$ cat config.mk
export PLATFORM = sky130hd
export DESIGN_NAME = mvm_ram
export DESIGN_NICKNAME = d
export VERILOG_FILES = /design/src/design/mvm_ram.sv
export SDC_FILE = /design/constraint.sdc
export NUM_CORES = 1
export LEC_CHECK = 0
export ABC_CLOCK_PERIOD_IN_PS = 3000
export BUFFER_PORTS_ARGS = -buffer_cell sky130_fd_sc_hd__buf_4
export CELL_PAD_IN_SITES_DETAIL_PLACEMENT = 1
export CELL_PAD_IN_SITES_GLOBAL_PLACEMENT = 2
export CORE_MARGIN = 8
export CORE_UTILIZATION = 50
export CTS_CLUSTER_SIZE = 25
export DETAILED_ROUTE_END_ITERATION = 16
export PLACE_DENSITY_LB_ADDON = 0.1
export SKIP_CTS_REPAIR_TIMING = 1
export SLEW_MARGIN = 20
export SYNTH_ARGS = -nofsm -noshare
export SYNTH_HDL_FRONTEND = slang
export SYNTH_SLANG_ARGS = --single-unit
$ cat constraint.sdc
create_clock -name i_clk -period 3 [get_ports i_clk]
set_input_delay 0.15 -clock i_clk [delete_from_list [all_inputs] [get_ports i_clk]]
set_output_delay 0.15 -clock i_clk [all_outputs]
set_load 0.01 [all_outputs]
$ cat src/design/mvm_ram.sv
// generic single write port, single read port ram with registered read
`timescale 1ns / 1ps

module mvm_ram #(
    parameter int WIDTH = 16,
    parameter int DEPTH = 64
) (
    input  logic                                 i_clk,
    input  logic                                 i_we,
    input  logic [(DEPTH > 1 ? $clog2(DEPTH) : 1)-1:0] i_waddr,
    input  logic [WIDTH-1:0]                     i_wdata,
    input  logic [(DEPTH > 1 ? $clog2(DEPTH) : 1)-1:0] i_raddr,
    output logic [WIDTH-1:0]                     o_rdata
);

    logic [WIDTH-1:0] r_mem [DEPTH];
    logic [WIDTH-1:0] r_rdata;

    // write port
    always_ff @(posedge i_clk) begin
        if (i_we) begin
            r_mem[i_waddr] <= i_wdata;
        end
    end

    // registered read port
    always_ff @(posedge i_clk) begin
        r_rdata <= r_mem[i_raddr];
    end

    assign o_rdata = r_rdata;

endmodule

==> reports/metrics.yaml <==
outcome: "finished, final reports clean"
holdWs_ns: 0.0167
yosysMostFrequentCell: "edfxtp_1"
io_buffers: 45
syn_nets: 1859
min_path_cells: 3
synth_edf_count: 1024
finalHoldViolCount: 0
rrSetupSlack_ns: 0.66
numCtsBuffers: 107
ir_drop_mv: 0.504
core_area_um2: 79100
yosys.area.top_type_share_pct: 76.8
avgRoutedWirePerCell_um: 32.6
vias: 19400
syn_inst: 1829
ys_seq_elements: 1040
leakage_nw: 14.7
die_h_um: 299
setup_viol: 0
path_class: "reg2reg"
cp_data_required_time_ns: 3.52
ant_nets: 0
grt_pass1_vias: 20400
avgSynthCellArea_um2: 21.9
fin_crit_sh_pct: 77.9
min-delay-start: "i_waddr[0]"
ys_top_cells_by_count: "edfxtp_1 (1024), mux4_2 (220), mux2i_1 (85), nor2_1 (72), nand2_1 (59)"
grt_max_degree: 65
ys_warn_count: 0
synth_seq_area_share_pct: 77.6
yosys-top-cells-area: "edfxtp_1 (77%), mux4_2 (12%), mux2i_1 (2.1%)"
area_delta_synth_final_pct: 14.5
worstReg2RegEnd: "o_rdata[0]$_DFF_P_"
dieArea_um2: 89400
num_rows: 103
gp_congestion: 0.771
fin_skew_ns: 0.0270
reg2reg_from: "r_mem[11][0]$_DFFE_PP_"
worstSetupStartpointType: "flip-flop"
relSlewSlack_pct: 31.0
fin_crit_ns: 2.34
rsz0062_at_grt: "false"
cp_data_arrival_time_ns: 2.85
fillers: 6606
ff2ff_path_depth: 6
fin_area_um2: 45800
drive_above_1_share_pct: 28.8
nets: 2055
final_cells: 3168
synth.cell_area_um2: 40000
worstHoldEndpoint: "r_mem[35][8]$_DFFE_PP_"
cts_max_path_buffers: 3
synth_largest_area_cell: "edfxtp_1"
fp.dieW_um: 299
cp-end-kind: "flip-flop"
cts-root-buf: "clkbuf_16"
cts.sink_count: 1040
antenna_found_initial: 4
cts.htree.levels: 3
grt_pass1_wl_um: 149000
cap_violations: 0
multi_input_area_um2: 8250
cts.clk_slew.worst_paths_ns: 0.06
tightest_slew_ns: 1.03
viasPerCell: 6.14
dp.cells: 2965
dpl-instance-area_um2: 42300
min_path_type: "in2reg"
drc: 0
first_iter_violations: 1692
max_freq_mhz: 428
initial_core_util_pct: 50.6
powerDensity_nw_per_um2: 680
async_reset_ff_share_pct: 0
power_w: 0.0312
clk_latency_ns: 0.67
gr-total-overflow: 0
io-pin-count: 46
synth_cell_type_count: 43
dr.pass1.iters: 5
ys.flop_type: "edfxtp_1"
dp_hpwl_um: 62300
grt.total_usage_pct: 23.0
routed_wirelength_um: 103000
crit_fanout: 1
cts_tree: "yes"
drv_slew: 0
regArea_um2: 31100
## worst max-delay path, stage by stage, from the launching register on
cell      delay, ns
edfxtp_1       0.37
mux4_2         0.46
nor2b_1        0.16
a211o_1        0.34
a31oi_1        0.60
buf_4          0.22
a311oi_1       0.04
## sequential cells by signal (all words and copies together) (netlist names)
name	flops
r_mem	1024
o_rdata	16
## worst max path at each step
| stage | startpoint | end | slack (ns) | cells after the start |
|---|---|---|---|---|
| 4_1_cts | r_mem[11][0]$_DFFE_PP_ | o_rdata[0]$_DFF_P_ | 0.72 | 6 |
| 3_5_place_dp | i_raddr[1] | o_rdata[9]$_DFF_P_ | 0.03 | 6 |
| 2_1_floorplan | i_waddr[3] | r_mem[48][0]$_DFFE_PP_ | 0.82 | 4 |
| 3_3_place_gp | i_raddr[0] | o_rdata[3]$_DFF_P_ | -0.25 | 7 |
| 5_1_grt | r_mem[11][0]$_DFFE_PP_ | o_rdata[0]$_DFF_P_ | 0.66 | 6 |
| 6_report | r_mem[11][0]$_DFFE_PP_ | o_rdata[0]$_DFF_P_ | 0.66 | 6 |
## metrics by stage
| step | util [%] | setup WS (ns) | setup TNS [ns] |
|---|---|---|---|
| floorplan | - | 0.815 | 0 |
| global route | 57.9 | 0.664 | 0 |
| detailed placement | 53.4 | 0.0329 | 0 |
| finish | 57.9 | 0.663 | 0 |
| global placement | 53.4 | -0.248 | -0.306 |
| CTS | 57.9 | 0.724 | 0 |
## kinds of logic (layout without fill, tap and decap cells)
family	count (synthesis)	count (layout)	share of synthesized area, %
AO/OA/AOI/OAI	129	129	2.41
buffers and inverters	104	388	1.83
flip-flops	1040	1040	77.6
multiplexers	336	336	15.5
other	0	5	0
AND/OR/NAND/NOR	220	220	2.65
## layer usage
metal  GRT usage, %  vias up  wire length [um]
li1               -     8085                 -
met1           32.1    10600             43900
met2           38.3      613             51500
met3           3.48      107              5880
met4           5.73        0              2050
met5              0        -                 0
## area by class of cell
type | count | area share [%]
diodes | 5 | 0.0273
flip-flops and latches | 1040 | 67.8
multi-input cells | 685 | 18.0
clock inverters | 68 | 1.63
clock buffers | 129 | 6.11
well taps | 1050 | 2.87
repair buffers | 191 | 3.58
## cell usage in the layout, fill, tap and decap left out, drive strengths merged, types with 16 or more instances in the layout
| master | count |
|---|---|
| edfxtp | 1024 |
| mux4 | 224 |
| buf | 190 |
| clkbuf | 129 |
| mux2i | 85 |
| nor2 | 74 |
| nand2 | 60 |
| clkinv | 45 |
| a22oi | 39 |
| nor2b | 30 |
| mux2 | 27 |
| nand3 | 24 |
| a21oi | 17 |
| a221oi | 16 |
| dfxtp | 16 |
## power breakdown
part / switching (W) / internal (W)
clock network: 0.00550 / 0.00794
registers: 0.0000585 / 0.0161
logic: 0.00100 / 0.000599
Note: power is estimated with default switching activity, not from simulation.
